File: src/sv/assert_macros.svh
// assertion macros shared by the rtl files
`ifndef ASSERT_MACROS_SVH
`define ASSERT_MACROS_SVH

// same-cycle implication, disabled while in reset
`define PIT_ASSERT_IMP(lbl, clk, rst_n, ante, cons) \
    lbl: assert property (@(posedge clk) disable iff (!rst_n) (ante) |-> (cons)) \
        else $error("pit assertion failed");

// next-cycle implication, disabled while in reset
`define PIT_ASSERT_NXT(lbl, clk, rst_n, ante, cons) \
    lbl: assert property (@(posedge clk) disable iff (!rst_n) (ante) |=> (cons)) \
        else $error("pit assertion failed");

`endif

File: src/sv/pit_pkg.sv
// shared types and constants of the pending-interest table
package pit_pkg;

    // default sizes
    localparam int TABLE_SLOTS_DEF = 16;
    localparam int FACE_COUNT_DEF  = 4;

    // home slot hashing: key bits folded per cycle
    localparam int KEY_W         = 32;
    localparam int BITS_PER_STEP = 4;
    localparam int HASH_STEPS    = KEY_W / BITS_PER_STEP;
    localparam int STEP_CNT_W    = $clog2(HASH_STEPS);

    // request queue between front and back
    localparam int FIFO_DEPTH = 2;

    // operation codes
    localparam logic OP_INSERT = 1'b0;
    localparam logic OP_SEARCH = 1'b1;

    // result status codes
    typedef enum logic [2:0] {
        ST_INSERTED  = 3'd0,
        ST_UPDATED   = 3'd1,
        ST_FOUND     = 3'd2,
        ST_NOT_FOUND = 3'd3,
        ST_FULL      = 3'd4
    } status_t;

    // one accepted request
    typedef struct packed {
        logic        op;
        logic [31:0] key;
        logic [31:0] expiry;
        logic [1:0]  face;
    } pit_req_t;

    typedef enum logic [1:0] {
        FR_IDLE,
        FR_HASH,
        FR_PUSH
    } front_state_t;

    typedef enum logic [1:0] {
        BK_CLEAR,
        BK_IDLE,
        BK_PROBE
    } back_state_t;

endpackage

File: src/sv/pit_hash_table_linear_probe.sv
// top level of the pending-interest table with linear probing
//
// Command interface: a request (opcode, key_print, expiry_time, face_number)
// is taken at a rising edge with start high and busy low. Each request gives
// exactly one result (status, slot_index), shown for one cycle with done high.
// The receiver cannot hold results off.
//
// The front computes the home slot, key modulo TABLE_SLOTS, four key bits a
// cycle, and hands the request to a two-entry queue. busy stays high after a
// transfer until the request is pushed, which waits while the queue is full.
// The back walks the table one slot a cycle through a ram with registered
// read; a request visits 1 to TABLE_SLOTS slots. The back pops the next one
// only from idle. With an empty queue, done rises after the hash, push, idle
// and probe states; the front can hash the next request meanwhile.
//
// After reset the back clears the table, one slot a cycle. Requests are still
// taken during that pass and wait in the queue.
module pit_hash_table_linear_probe #(
    parameter int TABLE_SLOTS = pit_pkg::TABLE_SLOTS_DEF,
    parameter int FACE_COUNT  = pit_pkg::FACE_COUNT_DEF
) (
    input  logic        clk,
    input  logic        rst_n,
    input  logic        start,
    output logic        busy,
    input  logic        opcode,
    input  logic [31:0] key_print,
    input  logic [31:0] expiry_time,
    input  logic [1:0]  face_number,
    output logic        done,
    output logic [2:0]  status,
    output logic [3:0]  slot_index
);

    localparam int IW = $clog2(TABLE_SLOTS);
    localparam int QW = $bits(pit_pkg::pit_req_t) + IW;
    localparam int RW = FACE_COUNT + 65;

    pit_pkg::pit_req_t req;
    pit_pkg::pit_req_t push_req;
    logic [IW-1:0]     push_home;
    logic              push;
    logic              full;
    logic              pop;
    logic              empty;
    logic [QW-1:0]     pop_data;
    logic              we;
    logic [IW-1:0]     waddr;
    logic [IW-1:0]     raddr;
    logic [RW-1:0]     wdata;
    logic [RW-1:0]     rdata;

    // request bundle
    always_comb
    begin
        req.op     = opcode;
        req.key    = key_print;
        req.expiry = expiry_time;
        req.face   = face_number;
    end

    pit_front #(
        .TABLE_SLOTS (TABLE_SLOTS)
    ) u_front (
        .clk       (clk),
        .rst_n     (rst_n),
        .start     (start),
        .busy      (busy),
        .req       (req),
        .push      (push),
        .push_req  (push_req),
        .push_home (push_home),
        .full      (full)
    );

    pit_fifo #(
        .WIDTH (QW)
    ) u_fifo (
        .clk       (clk),
        .rst_n     (rst_n),
        .push      (push),
        .push_data ({push_req, push_home}),
        .full      (full),
        .pop       (pop),
        .pop_data  (pop_data),
        .empty     (empty)
    );

    pit_back #(
        .TABLE_SLOTS (TABLE_SLOTS),
        .FACE_COUNT  (FACE_COUNT)
    ) u_back (
        .clk        (clk),
        .rst_n      (rst_n),
        .empty      (empty),
        .pop_data   (pop_data),
        .pop        (pop),
        .we         (we),
        .waddr      (waddr),
        .wdata      (wdata),
        .raddr      (raddr),
        .rdata      (rdata),
        .done       (done),
        .status     (status),
        .slot_index (slot_index)
    );

    // slot storage: valid, key, expiry, face mask
    pit_ram #(
        .WIDTH (RW),
        .DEPTH (TABLE_SLOTS)
    ) u_slots (
        .clk   (clk),
        .we    (we),
        .waddr (waddr),
        .wdata (wdata),
        .raddr (raddr),
        .rdata (rdata)
    );

endmodule

File: src/sv/pit_ram.sv
// generic single write port ram with registered read
module pit_ram #(
    parameter int WIDTH = 8,
    parameter int DEPTH = 16
) (
    input  logic                     clk,
    input  logic                     we,
    input  logic [$clog2(DEPTH)-1:0] waddr,
    input  logic [WIDTH-1:0]         wdata,
    input  logic [$clog2(DEPTH)-1:0] raddr,
    output logic [WIDTH-1:0]         rdata
);

    logic [WIDTH-1:0] mem_reg [DEPTH];
    logic [WIDTH-1:0] rdata_reg;

    // write port
    always_ff @(posedge clk)
    begin
        if (we)
        begin
            mem_reg[waddr] <= wdata;
        end
    end

    // registered read port
    always_ff @(posedge clk)
    begin
        rdata_reg <= mem_reg[raddr];
    end

    assign rdata = rdata_reg;

endmodule

File: src/sv/pit_fifo.sv
// short request queue between the front and the back
`include "assert_macros.svh"

module pit_fifo #(
    parameter int WIDTH = 8
) (
    input  logic             clk,
    input  logic             rst_n,
    input  logic             push,
    input  logic [WIDTH-1:0] push_data,
    output logic             full,
    input  logic             pop,
    output logic [WIDTH-1:0] pop_data,
    output logic             empty
);

    localparam int PW = $clog2(pit_pkg::FIFO_DEPTH);
    localparam int CW = $clog2(pit_pkg::FIFO_DEPTH + 1);

    logic [WIDTH-1:0] mem_reg [pit_pkg::FIFO_DEPTH];
    logic [PW-1:0]    wr_ptr_reg, wr_ptr_next;
    logic [PW-1:0]    rd_ptr_reg, rd_ptr_next;
    logic [CW-1:0]    cnt_reg, cnt_next;

    assign full     = (cnt_reg == CW'(pit_pkg::FIFO_DEPTH));
    assign empty    = (cnt_reg == '0);
    assign pop_data = mem_reg[rd_ptr_reg];

    // pointer and fill count update
    always_comb
    begin
        wr_ptr_next = wr_ptr_reg;
        rd_ptr_next = rd_ptr_reg;
        cnt_next    = cnt_reg;
        if (push)
        begin
            wr_ptr_next = (wr_ptr_reg == PW'(pit_pkg::FIFO_DEPTH - 1)) ? '0 : wr_ptr_reg + 1'b1;
        end
        if (pop)
        begin
            rd_ptr_next = (rd_ptr_reg == PW'(pit_pkg::FIFO_DEPTH - 1)) ? '0 : rd_ptr_reg + 1'b1;
        end
        if (push && !pop)
        begin
            cnt_next = cnt_reg + 1'b1;
        end
        else if (pop && !push)
        begin
            cnt_next = cnt_reg - 1'b1;
        end
    end

    always_ff @(posedge clk or negedge rst_n)
    begin
        if (!rst_n)
        begin
            wr_ptr_reg <= '0;
            rd_ptr_reg <= '0;
            cnt_reg    <= '0;
        end
        else
        begin
            wr_ptr_reg <= wr_ptr_next;
            rd_ptr_reg <= rd_ptr_next;
            cnt_reg    <= cnt_next;
        end
    end

    // entry storage
    always_ff @(posedge clk)
    begin
        if (push)
        begin
            mem_reg[wr_ptr_reg] <= push_data;
        end
    end

    // queue discipline
    `PIT_ASSERT_IMP(a_no_push_full, clk, rst_n, push, !full)
    `PIT_ASSERT_IMP(a_no_pop_empty, clk, rst_n, pop, !empty)

endmodule

File: src/sv/pit_front.sv
// front part: accepts requests and computes the home slot
module pit_front #(
    parameter int TABLE_SLOTS = pit_pkg::TABLE_SLOTS_DEF
) (
    input  logic                           clk,
    input  logic                           rst_n,
    input  logic                           start,
    output logic                           busy,
    input  pit_pkg::pit_req_t              req,
    output logic                           push,
    output pit_pkg::pit_req_t              push_req,
    output logic [$clog2(TABLE_SLOTS)-1:0] push_home,
    input  logic                           full
);

    localparam int IW  = $clog2(TABLE_SLOTS);
    localparam int IW1 = IW + 1;
    localparam logic [IW1-1:0] MOD = IW1'(TABLE_SLOTS);

    pit_pkg::front_state_t state_reg, state_next;

    pit_pkg::pit_req_t                  req_reg;
    logic [pit_pkg::KEY_W-1:0]          key_sh_reg, key_sh_next;
    logic [IW-1:0]                      rem_reg, rem_next;
    logic [pit_pkg::STEP_CNT_W-1:0]     step_reg, step_next;
    logic                               accept;
    logic                               last_step;

    assign accept    = start && (state_reg == pit_pkg::FR_IDLE);
    assign last_step = (step_reg == pit_pkg::STEP_CNT_W'(pit_pkg::HASH_STEPS - 1));

    // next state
    always_comb
    begin
        state_next = state_reg;
        case (state_reg)
            pit_pkg::FR_IDLE:
            begin
                if (start)
                begin
                    state_next = pit_pkg::FR_HASH;
                end
            end
            pit_pkg::FR_HASH:
            begin
                if (last_step)
                begin
                    state_next = pit_pkg::FR_PUSH;
                end
            end
            pit_pkg::FR_PUSH:
            begin
                if (!full)
                begin
                    state_next = pit_pkg::FR_IDLE;
                end
            end
            default:
            begin
                state_next = pit_pkg::FR_IDLE;
            end
        endcase
    end

    // remainder by the table size, a few key bits per cycle
    always_comb
    begin
        logic [IW1-1:0] t;
        t = IW1'(rem_reg);
        for (int b = 0; b < pit_pkg::BITS_PER_STEP; b++)
        begin
            t = {t[IW-1:0], key_sh_reg[pit_pkg::KEY_W-1-b]};
            if (t >= MOD)
            begin
                t = t - MOD;
            end
        end
        rem_next = t[IW-1:0];
    end

    // outputs and datapath control
    always_comb
    begin
        busy        = (state_reg != pit_pkg::FR_IDLE);
        push        = (state_reg == pit_pkg::FR_PUSH) && !full;
        push_req    = req_reg;
        push_home   = rem_reg;
        key_sh_next = key_sh_reg << pit_pkg::BITS_PER_STEP;
        step_next   = step_reg + 1'b1;
        case (state_reg)
            pit_pkg::FR_IDLE:
            begin
                key_sh_next = req.key;
                step_next   = '0;
            end
            default:
            begin
            end
        endcase
    end

    always_ff @(posedge clk or negedge rst_n)
    begin
        if (!rst_n)
        begin
            state_reg <= pit_pkg::FR_IDLE;
            step_reg  <= '0;
        end
        else
        begin
            state_reg <= state_next;
            step_reg  <= step_next;
        end
    end

    // request capture and hash datapath
    always_ff @(posedge clk)
    begin
        if (accept)
        begin
            req_reg <= req;
            rem_reg <= '0;
        end
        else if (state_reg == pit_pkg::FR_HASH)
        begin
            rem_reg <= rem_next;
        end
        key_sh_reg <= key_sh_next;
    end

endmodule

File: src/sv/pit_back.sv
// back part: clears the table, probes slots and writes entries
`include "assert_macros.svh"

module pit_back #(
    parameter int TABLE_SLOTS = pit_pkg::TABLE_SLOTS_DEF,
    parameter int FACE_COUNT  = pit_pkg::FACE_COUNT_DEF
) (
    input  logic                                  clk,
    input  logic                                  rst_n,
    input  logic                                  empty,
    input  logic [$bits(pit_pkg::pit_req_t)+$clog2(TABLE_SLOTS)-1:0] pop_data,
    output logic                                  pop,
    output logic                                  we,
    output logic [$clog2(TABLE_SLOTS)-1:0]        waddr,
    output logic [FACE_COUNT+64:0]                wdata,
    output logic [$clog2(TABLE_SLOTS)-1:0]        raddr,
    input  logic [FACE_COUNT+64:0]                rdata,
    output logic                                  done,
    output logic [2:0]                            status,
    output logic [3:0]                            slot_index
);

    localparam int IW = $clog2(TABLE_SLOTS);
    localparam logic [IW-1:0] LAST = IW'(TABLE_SLOTS - 1);

    pit_pkg::back_state_t state_reg, state_next;

    pit_pkg::pit_req_t   cur_req_reg;
    pit_pkg::pit_req_t   head_req;
    logic [IW-1:0]       head_home;
    logic [IW-1:0]       issue_reg, issue_next;
    logic [IW-1:0]       eval_reg, eval_next;
    logic [IW-1:0]       count_reg, count_next;
    logic [IW-1:0]       clr_reg, clr_next;
    logic                done_reg, done_next;
    pit_pkg::status_t    status_reg, status_next;
    logic [3:0]          slot_reg, slot_next;

    logic                  s_valid;
    logic [31:0]           s_key;
    logic [31:0]           s_expiry;
    logic [FACE_COUNT-1:0] s_mask;
    logic [FACE_COUNT-1:0] face_bit;
    logic                  hit_empty;
    logic                  hit_match;
    logic                  finish;
    logic [31:0]           eval_wide;

    assign head_req  = pit_pkg::pit_req_t'(pop_data[$bits(pop_data)-1:IW]);
    assign head_home = pop_data[IW-1:0];

    // slot fields of the word read last cycle
    assign s_valid   = rdata[FACE_COUNT+64];
    assign s_key     = rdata[FACE_COUNT+63:FACE_COUNT+32];
    assign s_expiry  = rdata[FACE_COUNT+31:FACE_COUNT];
    assign s_mask    = rdata[FACE_COUNT-1:0];
    assign eval_wide = 32'(eval_reg);

    // one-hot face bit, empty when the face is out of range
    always_comb
    begin
        for (int i = 0; i < FACE_COUNT; i++)
        begin
            face_bit[i] = (32'(cur_req_reg.face) == i);
        end
    end

    assign hit_empty = !s_valid;
    assign hit_match = s_valid && (s_key == cur_req_reg.key);
    assign finish    = hit_empty || hit_match || (count_reg == LAST);

    // next state
    always_comb
    begin
        state_next = state_reg;
        case (state_reg)
            pit_pkg::BK_CLEAR:
            begin
                if (clr_reg == LAST)
                begin
                    state_next = pit_pkg::BK_IDLE;
                end
            end
            pit_pkg::BK_IDLE:
            begin
                if (!empty)
                begin
                    state_next = pit_pkg::BK_PROBE;
                end
            end
            pit_pkg::BK_PROBE:
            begin
                if (finish)
                begin
                    state_next = pit_pkg::BK_IDLE;
                end
            end
            default:
            begin
                state_next = pit_pkg::BK_IDLE;
            end
        endcase
    end

    // outputs: memory access, probe walk and result
    always_comb
    begin
        pop         = 1'b0;
        we          = 1'b0;
        waddr       = eval_reg;
        wdata       = '0;
        raddr       = issue_reg;
        issue_next  = issue_reg;
        eval_next   = eval_reg;
        count_next  = count_reg;
        clr_next    = clr_reg;
        done_next   = 1'b0;
        status_next = status_reg;
        slot_next   = slot_reg;
        case (state_reg)
            pit_pkg::BK_CLEAR:
            begin
                we       = 1'b1;
                waddr    = clr_reg;
                clr_next = clr_reg + 1'b1;
            end
            pit_pkg::BK_IDLE:
            begin
                raddr = head_home;
                if (!empty)
                begin
                    pop        = 1'b1;
                    eval_next  = head_home;
                    issue_next = (head_home == LAST) ? '0 : head_home + 1'b1;
                    count_next = '0;
                end
            end
            pit_pkg::BK_PROBE:
            begin
                eval_next  = issue_reg;
                issue_next = (issue_reg == LAST) ? '0 : issue_reg + 1'b1;
                count_next = count_reg + 1'b1;
                if (hit_empty)
                begin
                    done_next = 1'b1;
                    if (cur_req_reg.op == pit_pkg::OP_SEARCH)
                    begin
                        status_next = pit_pkg::ST_NOT_FOUND;
                        slot_next   = '0;
                    end
                    else
                    begin
                        we          = 1'b1;
                        wdata       = {1'b1, cur_req_reg.key, cur_req_reg.expiry, face_bit};
                        status_next = pit_pkg::ST_INSERTED;
                        slot_next   = eval_wide[3:0];
                    end
                end
                else if (hit_match)
                begin
                    done_next = 1'b1;
                    slot_next = eval_wide[3:0];
                    if (cur_req_reg.op == pit_pkg::OP_SEARCH)
                    begin
                        status_next = pit_pkg::ST_FOUND;
                    end
                    else
                    begin
                        we          = 1'b1;
                        wdata       = {1'b1, s_key,
                                       (s_expiry < cur_req_reg.expiry) ?
                                           cur_req_reg.expiry : s_expiry,
                                       s_mask | face_bit};
                        status_next = pit_pkg::ST_UPDATED;
                    end
                end
                else if (count_reg == LAST)
                begin
                    done_next   = 1'b1;
                    slot_next   = '0;
                    status_next = (cur_req_reg.op == pit_pkg::OP_SEARCH) ?
                                  pit_pkg::ST_NOT_FOUND : pit_pkg::ST_FULL;
                end
            end
            default:
            begin
            end
        endcase
    end

    always_ff @(posedge clk or negedge rst_n)
    begin
        if (!rst_n)
        begin
            state_reg <= pit_pkg::BK_CLEAR;
            clr_reg   <= '0;
            count_reg <= '0;
            issue_reg <= '0;
            eval_reg  <= '0;
            done_reg  <= 1'b0;
        end
        else
        begin
            state_reg <= state_next;
            clr_reg   <= clr_next;
            count_reg <= count_next;
            issue_reg <= issue_next;
            eval_reg  <= eval_next;
            done_reg  <= done_next;
        end
    end

    // request and result payload
    always_ff @(posedge clk)
    begin
        if (pop)
        begin
            cur_req_reg <= head_req;
        end
        status_reg <= status_next;
        slot_reg   <= slot_next;
    end

    assign done       = done_reg;
    assign status     = status_reg;
    assign slot_index = slot_reg;

    // a result only follows a probe decision
    `PIT_ASSERT_NXT(a_done_after_probe, clk, rst_n,
        (state_reg == pit_pkg::BK_PROBE) && finish, done_reg)
    `PIT_ASSERT_IMP(a_done_src, clk, rst_n,
        done_reg, $past(state_reg) == pit_pkg::BK_PROBE)

endmodule

File: config.mk
export PLATFORM = sky130hd
export DESIGN_NAME = pit_hash_table_linear_probe
export DESIGN_NICKNAME = d
export VERILOG_FILES = /design/src/sv/pit_pkg.sv /design/src/sv/pit_hash_table_linear_probe.sv /design/src/sv/pit_ram.sv /design/src/sv/pit_fifo.sv /design/src/sv/pit_front.sv /design/src/sv/pit_back.sv
export VERILOG_INCLUDE_DIRS = /design/src /design/src/sv
export SDC_FILE = /design/constraint.sdc
export NUM_CORES = 1
export LEC_CHECK = 0
export ABC_AREA = 0
export ABC_CLOCK_PERIOD_IN_PS = 8250
export BUFFER_PORTS_ARGS = -buffer_cell sky130_fd_sc_hd__clkbuf_2
export CAP_MARGIN = 10
export CORE_MARGIN = 10
export CORE_UTILIZATION = 67
export CTS_CLUSTER_SIZE = 20
export DETAILED_ROUTE_END_ITERATION = 8
export GPL_TIMING_DRIVEN = 0
export PLACE_DENSITY = 0.85
export SLEW_MARGIN = 20
export SYNTH_ARGS = -nofsm -noshare
export SYNTH_HDL_FRONTEND = slang
export SYNTH_SLANG_ARGS = --single-unit
File: constraint.sdc
create_clock -name clk -period 8.25 [get_ports clk]
set_clock_uncertainty 0.15 [all_clocks]
set_input_delay 1.65 -clock clk [delete_from_list [all_inputs] [get_ports clk]]
set_output_delay 1.65 -clock clk [all_outputs]
set_load 0.02 [all_outputs]
==> summary.txt, run 1 <==
Placed design
  • DP Area: 0.0311 mm2
  • Detail Placement HPWL: 48,000 um
  • DP Worst Slack: 4000 ps
  • PortBufs: 44
  • Dpl cells: between 2,000 and 3,000
  • Final Wtd Congestion: roughly 0.92

Routing
  • Total Wirelength: around 74,000 um
  • Post-detailed-route wirelength per cell: 25.5 um
  • Number of vias per cell: between 6 and 7
  • Iteration-0 DRC Markers: 2,773
  • Detailed-route via count: around 19,000
  • Pre-Repair DR Iteration Count: 7
  • Drt drc: 0
  • Antenna-violating nets left: 0

Cells and area
  • Max FFs per register: 528
  • Antenna Cells: 0
  • Area growth syn-to-layout: 13.0%
  • Final core utilization: 77.0%
  • Nets: 2,354
  • Final Instance Area: 0.0334 mm2
  • Layout cell share with drive strength beyond 1: between 10 and 15%
  • Post-Layout Cell Count: 2,919

Yosys
  • Mapped Area: around 0.030 mm2
  • Synth Net Count: 2,217
  • Post-synth top flop: edfxtp_1
  • Synth area leaders: edfxtp_1 (69%), nand2_1 (6.5%), a21oi_1 (5.1%), dfxtp_1 (4.7%), mux2_2 (2.5%)
  • Post-Syn Instances: about 2,100
  • Area share of the largest cell type after synthesis: about two thirds
  • Async S/R FF share, synth: approximately 3.6%
  • Seq/Total Area, Yosys: 75.6%
  • Synth warnings: 0
  • EDFF count, synth: ~680
  • Avg Inst Size Synth: roughly 14 um2
  • Post-synth top cells: edfxtp_1 (675), nand2_1 (515), a21oi_1 (301)
  • Count leader, synth: edfxtp_1
  • Synth Register Bits: about 770
  • Yosys top cell by area: edfxtp_1
  • Post-synth cell types: 38

Critical path
  • Setup crit start kind: flip-flop
  • CP cell instances: xor2_1 > nor4_1 > nand4_1 > nor3_1 > ha_1 > a21o_1 > a31oi_1 > nor2_1 > nand2_1 > nor2_4 > buf_16
  • Worst setup EP type: flip-flop
  • Crit Path Category: reg -> reg
  • Critical Path Max Stage Delay: ~800 ps
  • Worst Path Arrival: about 4700 ps
  • Req. time, crit path: 8400 ps
  • Crit-path max FO: 17
  • Critical path's slowest cell: nor4_1

Floorplanning
  • Area of the core: roughly 0.043 mm2
  • I/O pin cnt: 79
  • Num rows: between 70 and 80
  • Die area: around 0.053 mm2
  • Die Ht: 230 um
  • Starting Density: between 60 and 70%
  • Die width: 230 um

Clock network
  • Clock transition at path regs: around 60 ps
  • Latest clock arrival within the worst-skew pair: roughly 600 ps
  • Postcts setup bufs: 0
  • Post-cts resize count: 0
  • Number of H-tree levels: 3
  • CTS Buf Count: between 70 and 80
  • TritonCTS clock tree: yes
  • Clock buffer depth: 3
  • Hold buffer count at CTS: 0
  • Clock tree root driver cell: clkbuf_16
  • Clock sinks: between 700 and 800

Power and ir drop
  • Register share of total power: approximately two fifths
  • VDD IR max: between 0.2 and 0.3 mV
  • Gate power share: a little under two fifths
  • Switch Pwr: roughly 5.5 mW
  • Clock group share of total power: between 20% and 30%
  • Pwr dens: roughly 420 mW/mm2
  • Static Leak: 11.8 nW
  • Int Pwr: 8.47 mW
  • Sw Share: roughly 39%

Global routing
  • Largest net degree at the start of global routing: 42
  • Gr ovfl total: 0
  • Initial antenna violation count: 2
  • Vias in the first global route: roughly 18,000
  • Tot GR Track Use: about 28%
  • First-pass GRT wire length: between 100,000 and 150,000 um

STA
  • Minimum clock period: between 4000 and 5000 ps
  • Hold Fails Final Rpt: 0
  • Rel. slew slack: between 10% and 20%
  • Actual slew at the worst max-slew pin: roughly 1200 ps
  • Fmax: roughly 220 MHz
  • Max-slew violation count: 0
  • Setup TNS: 0 ps
  • Final critical-path share of the clock period: between 50% and 60%
  • Unrepaired setup endpoints after global routing: no
  • Final WS setup: about 3700 ps
  • Final setup fails: 0

Status
  • Status: complete, no violations

Hold path
  • Min-delay worst type: reg -> reg

Flow run
  • Max-Cap Viols: 0
[kinds of logic after synthesis]
logic type	share of synthesized area (%)
compound gates	7.75
xor+xnor	1.22
fa+ha+maj	0.339
buf+inv	2.22
flops	75.6
mux	3.09
simple gates	9.76
[layout by cell type, fill, tap and decap left out, types with 16 or more instances in the layout]
| cell type | instances |
|---|---|
| edfxtp_1 | 675 |
| nand2_1 | 515 |
| a21oi_1 | 301 |
| nand3_1 | 106 |
| buf_2 | 77 |
| clkbuf_16 | 76 |
| dfxtp_1 | 69 |
| mux2_2 | 66 |
| clkbuf_1 | 56 |
| clkbuf_2 | 44 |
| xor2_1 | 36 |
| a32oi_1 | 33 |
| a22o_1 | 32 |
| dfrtp_1 | 28 |
| nor2_1 | 20 |
| o21ai_0 | 16 |
| nor2_4 | 16 |
[layer usage]
layer  part of all wire, %  global-route usage, %  up-vias
met3                    12                   5.63      221
met2                    49                   45.9     1419
met5                 0.017                      0        -
met4                   3.7                   11.2        2
li1                      -                      -     8084
met1                    35                   35.1     9014
[path summary, 6_finish.rpt]
check | startpoint | slack (ps) | to | depth (start not counted)
setup reg to reg | u_back.cur_req_reg[65]$_DFFE_PP_ | 3660 | u_slots.mem_reg[10][45]$_DFFE_PP_ | 11
hold / removal | u_front.push_req[61]$_DFFE_PP_ | 290 | u_fifo.mem_reg[0][65]$_DFFE_PP_ | 0
hold reg to reg | u_front.push_req[61]$_DFFE_PP_ | 290 | u_fifo.mem_reg[0][65]$_DFFE_PP_ | 0
max in group asynchronous | rst_n | 6540 | u_back.clr_reg[3]$_DFFE_PN0P_ | 1
setup / recovery | u_back.cur_req_reg[65]$_DFFE_PP_ | 3660 | u_slots.mem_reg[10][45]$_DFFE_PP_ | 11
min in group asynchronous | rst_n | 940 | u_back.count_reg[1]$_DFFE_PN0P_ | 1
[worst max-delay path: cells and delay by family (launching register included)]
kind,cells,cell delay [ps]
AO/OA/AOI/OAI,2,250
XOR/XNOR,1,240
adder cells (fa/ha/maj),1,240
buffers and inverters,1,250
flip-flops,1,420
AND/OR/NAND/NOR,6,2700
[area by class of cell]
type,instances,area (um2)
Clock inverter,23,168
Buffer,121,622
Tap cell,585,732
Inverter,9,33.8
Fill cell,2314,9960
Clock buffer,110,2140
Timing Repair Buffer,62,648
Sequential cell,772,22400
Multi-Input combinational cell,1237,6700
[stage by stage]
step	total power [mW]	hold slack (ps)
4_1_cts	13.8	295
3_5_place_dp	10.5	280
5_1_grt	14.4	306
2_1_floorplan	8.50	260
3_3_place_gp	10.1	270
6_report	13.9	289
[power by group through the flow]
stage	Combinational [mW]	Sequential [mW]	Clock, mW
after floorplan	3.09	5.41	0
after global placement	4.66	5.48	0
after detailed placement	4.98	5.49	0
after CTS	5.09	5.43	3.25
after global routing	5.55	5.49	3.39
final	5.26	5.44	3.25
(Power assumes the default switching activity.)
==> run 2: changes to the inputs <==
- ABC_CLOCK_PERIOD_IN_PS: 8250 -> 4630
- CORE_UTILIZATION: 67 -> 62
- PLACE_DENSITY: 0.85 -> 0.79
- clock period: 8.25 -> 4.63 ns (I/O delays scaled with it)
==> run 2 against run 1 <==
Non-clock buffer count rose by 1. Global-route usage fell by 1.7 points. Critical path type unchanged. Combinational power rose by 78%. First-iteration DRC count fell by 11%. Clock power rose by 82%. Wire length fell by 0.71%. Total power rose by 79%. Design area rose by 0.39%.
==> summary.txt, run 2 (synthesis gave the netlist of run 1 again) <==
Clock network
  • Number of H-tree levels: 3 (unchanged)
  • Post-cts resize count: 0 (unchanged)
  • Postcts setup bufs: 0 (unchanged)
  • Clock transition at path regs: 60 ps (about the same)
  • Clock buffer depth: 3 (unchanged)
  • Clock tree root driver cell: clkbuf_16
  • TritonCTS clock tree: yes
  • CTS Buf Count: 74 (+1.4%)
  • Hold buffer count at CTS: 0 (unchanged)
  • Latest clock arrival within the worst-skew pair: 620 ps (about the same)
  • Clock sinks: 772 (unchanged)

Critical path
  • CP cell instances: xor2_1 > nor4_1 > nand4_1 > nor3_1 > ha_1 > a21o_1 > a31oi_1 > nor2_1 > nand2_1 > nor2_4 > buf_16
  • Reg2Reg Setup Slack: 310 ps (-3350 ps)
  • Worst Path Arrival: 4480 ps (-260 ps)
  • Worst Reg-to-Reg Cells: 11 (unchanged)
  • Setup crit start: u_back.cur_req_reg[65]$_DFFE_PP_
  • Setup crit start kind: flip-flop
  • Crit-path max FO: 17 (unchanged)
  • RR Endpoint: u_slots.mem_reg[9][49]$_DFFE_PP_
  • Critical Path Max Stage Delay: 710 ps (-90 ps)
  • Worst setup EP type: flip-flop
  • Critical path's slowest cell: nor2_4
  • Crit Path Category: reg -> reg
  • Req. time, crit path: 4790 ps (-3610 ps)
  • Worst r2r src: u_back.cur_req_reg[65]$_DFFE_PP_

Cells and area
  • Nets: 2,356 (+0.085%)
  • Antenna Cells: 0 (unchanged)
  • Number of fill cells: 2,921 (+26%)
  • Post-Layout Cell Count: 2,941 (+0.75%)
  • Layout cell share with drive strength beyond 1: 15.3% (+0.51 points)
  • Most common cell after layout, fill and taps aside: edfxtp_1
  • Most frequent cells in the layout: edfxtp_1 (675), nand2_1 (515), a21oi_1 (301)
  • Final Instance Area: 0.0335 mm2 (+0.39%)
  • Max FFs per register: 528 (unchanged)
  • Final core utilization: 71.6% (-5.5 points)
  • Area growth syn-to-layout: 13.4%

STA
  • Setup TNS: 0 ps (unchanged)
  • Actual slew at the worst max-slew pin: 1170 ps (-24.3 ps)
  • Final WS setup: 307 ps (-3350 ps)
  • Final critical-path share of the clock period: 93.4% (+38 points)
  • Max-slew violation count: 0 (unchanged)
  • Hold slack: 206 ps (-83.2 ps)
  • Final setup fails: 0 (unchanged)
  • Minimum clock period: 4320 ps (-267 ps)
  • Hold Fails Final Rpt: 0 (unchanged)
  • Unrepaired setup endpoints after global routing: no
  • Fmax: 231 MHz (+6.2%)
  • Rel. slew slack: 21.6% (+1.9 points)

Hold path
  • Min-delay worst type: in -> async

Power and ir drop
  • Pwr dens: 744 mW/mm2 (+78%)
  • VDD IR max: 0.394 mV (+43%)
  • Static Leak: 11.9 nW (+0.50%)
  • Power, Total: 25.0 mW (+79%)

Global routing
  • Vias in the first global route: 18,624 (+0.88%)
  • Tot GR Track Use: 25.8% (-1.7 points)
  • Initial antenna violation count: 1 (-1)
  • First-pass GRT wire length: 110,000 um (-0.36%)
  • Largest net degree at the start of global routing: 42 (unchanged)
  • Gr ovfl total: 0 (unchanged)

Floorplanning
  • Num rows: 79 (+3.9%)
  • Die width: 238 um (+3.6%)
  • Starting Density: 63.1% (-5.1 points)
  • Area of the core: 0.0469 mm2 (+8.1%)
  • Die area: 0.0568 mm2 (+7.4%)
  • I/O pin cnt: 79 (unchanged)
  • Die Ht: 238 um (+3.6%)

Routing
  • Detailed-route via count: 18,551 (-1.0%)
  • Number of vias per cell: 6.31 (-1.7%)
  • Iteration-0 DRC Markers: 2,470 (-11%)
  • Drt drc: 0 (unchanged)
  • Post-detailed-route wirelength per cell: 25.1 um (-1.4%)
  • Total Wirelength: 73,900 um (-0.71%)
  • Antenna-violating nets left: 0 (unchanged)
  • Pre-Repair DR Iteration Count: 6 (-1)

Placed design
  • Final Wtd Congestion: 0.889 (-3.4%)
  • PortBufs: 44 (unchanged)
  • DP Area: 0.0311 mm2 (+0.18%)
  • DP Worst Slack: 375 ps (-3620 ps)
  • Detail Placement HPWL: 48,600 um (+1.2%)
  • Dpl cells: 2,809 (+0.83%)

Flow run
  • Max-Cap Viols: 0 (unchanged)

Status
  • Status: complete, no violations
run 2: cell type report:
type	instances	area, um2	area share [%]
Buffer	121	622	1.85
Clock buffer	111	2210	6.58
Clock inverter	21	171	0.511
Inverter	9	33.8	0.101
Multi-Input combinational cell	1237	6710	20.0
Sequential cell	772	22400	66.7
Tap cell	607	759	2.27
Timing Repair Buffer	63	676	2.02
run 2: worst max path at each step:
stage | end | slack [ps] | depth (start not counted)
4_1_cts | u_slots.mem_reg[9][57]$_DFFE_PP_ | 350 | 11
3_5_place_dp | u_slots.mem_reg[9][49]$_DFFE_PP_ | 380 | 11
5_1_grt | u_slots.mem_reg[9][57]$_DFFE_PP_ | 190 | 11
6_report | u_slots.mem_reg[9][49]$_DFFE_PP_ | 310 | 11
2_1_floorplan | u_slots.mem_reg[15][36]$_DFFE_PP_ | 730 | 9
3_3_place_gp | u_slots.mem_reg[2][51]$_DFFE_PP_ | -1340 | 10
run 2: routing by layer:
metal | up-vias | part of all wire [%] | global-route usage, %
li1 | 8100 | - | -
met1 | 8982 | 36 | 32.7
met2 | 1255 | 49 | 42.6
met3 | 214 | 12 | 5.96
met4 | 0 | 3.8 | 10.8
met5 | - | 0 | 0
run 2: report_power, final:
| part | total, mW | switching, mW | internal [mW] | leakage, nW |
|---|---|---|---|---|
| clock | 5.91 | 2.50 | 3.41 | 1.17 |
| sequential | 9.67 | 0.557 | 9.11 | 7.03 |
| combinational | 9.38 | 6.69 | 2.69 | 3.67 |
run 2: worst max-delay path, delay by kind of cell, from the launching register on:
family / cells / cell delay [ps]
AOI/OAI and AO/OA: 2 / 240
xor gates and xnor gates: 1 / 240
adders and majority gates: 1 / 220
buffers and inverters: 1 / 250
DFF: 1 / 430
and+or+nand+nor: 6 / 2480
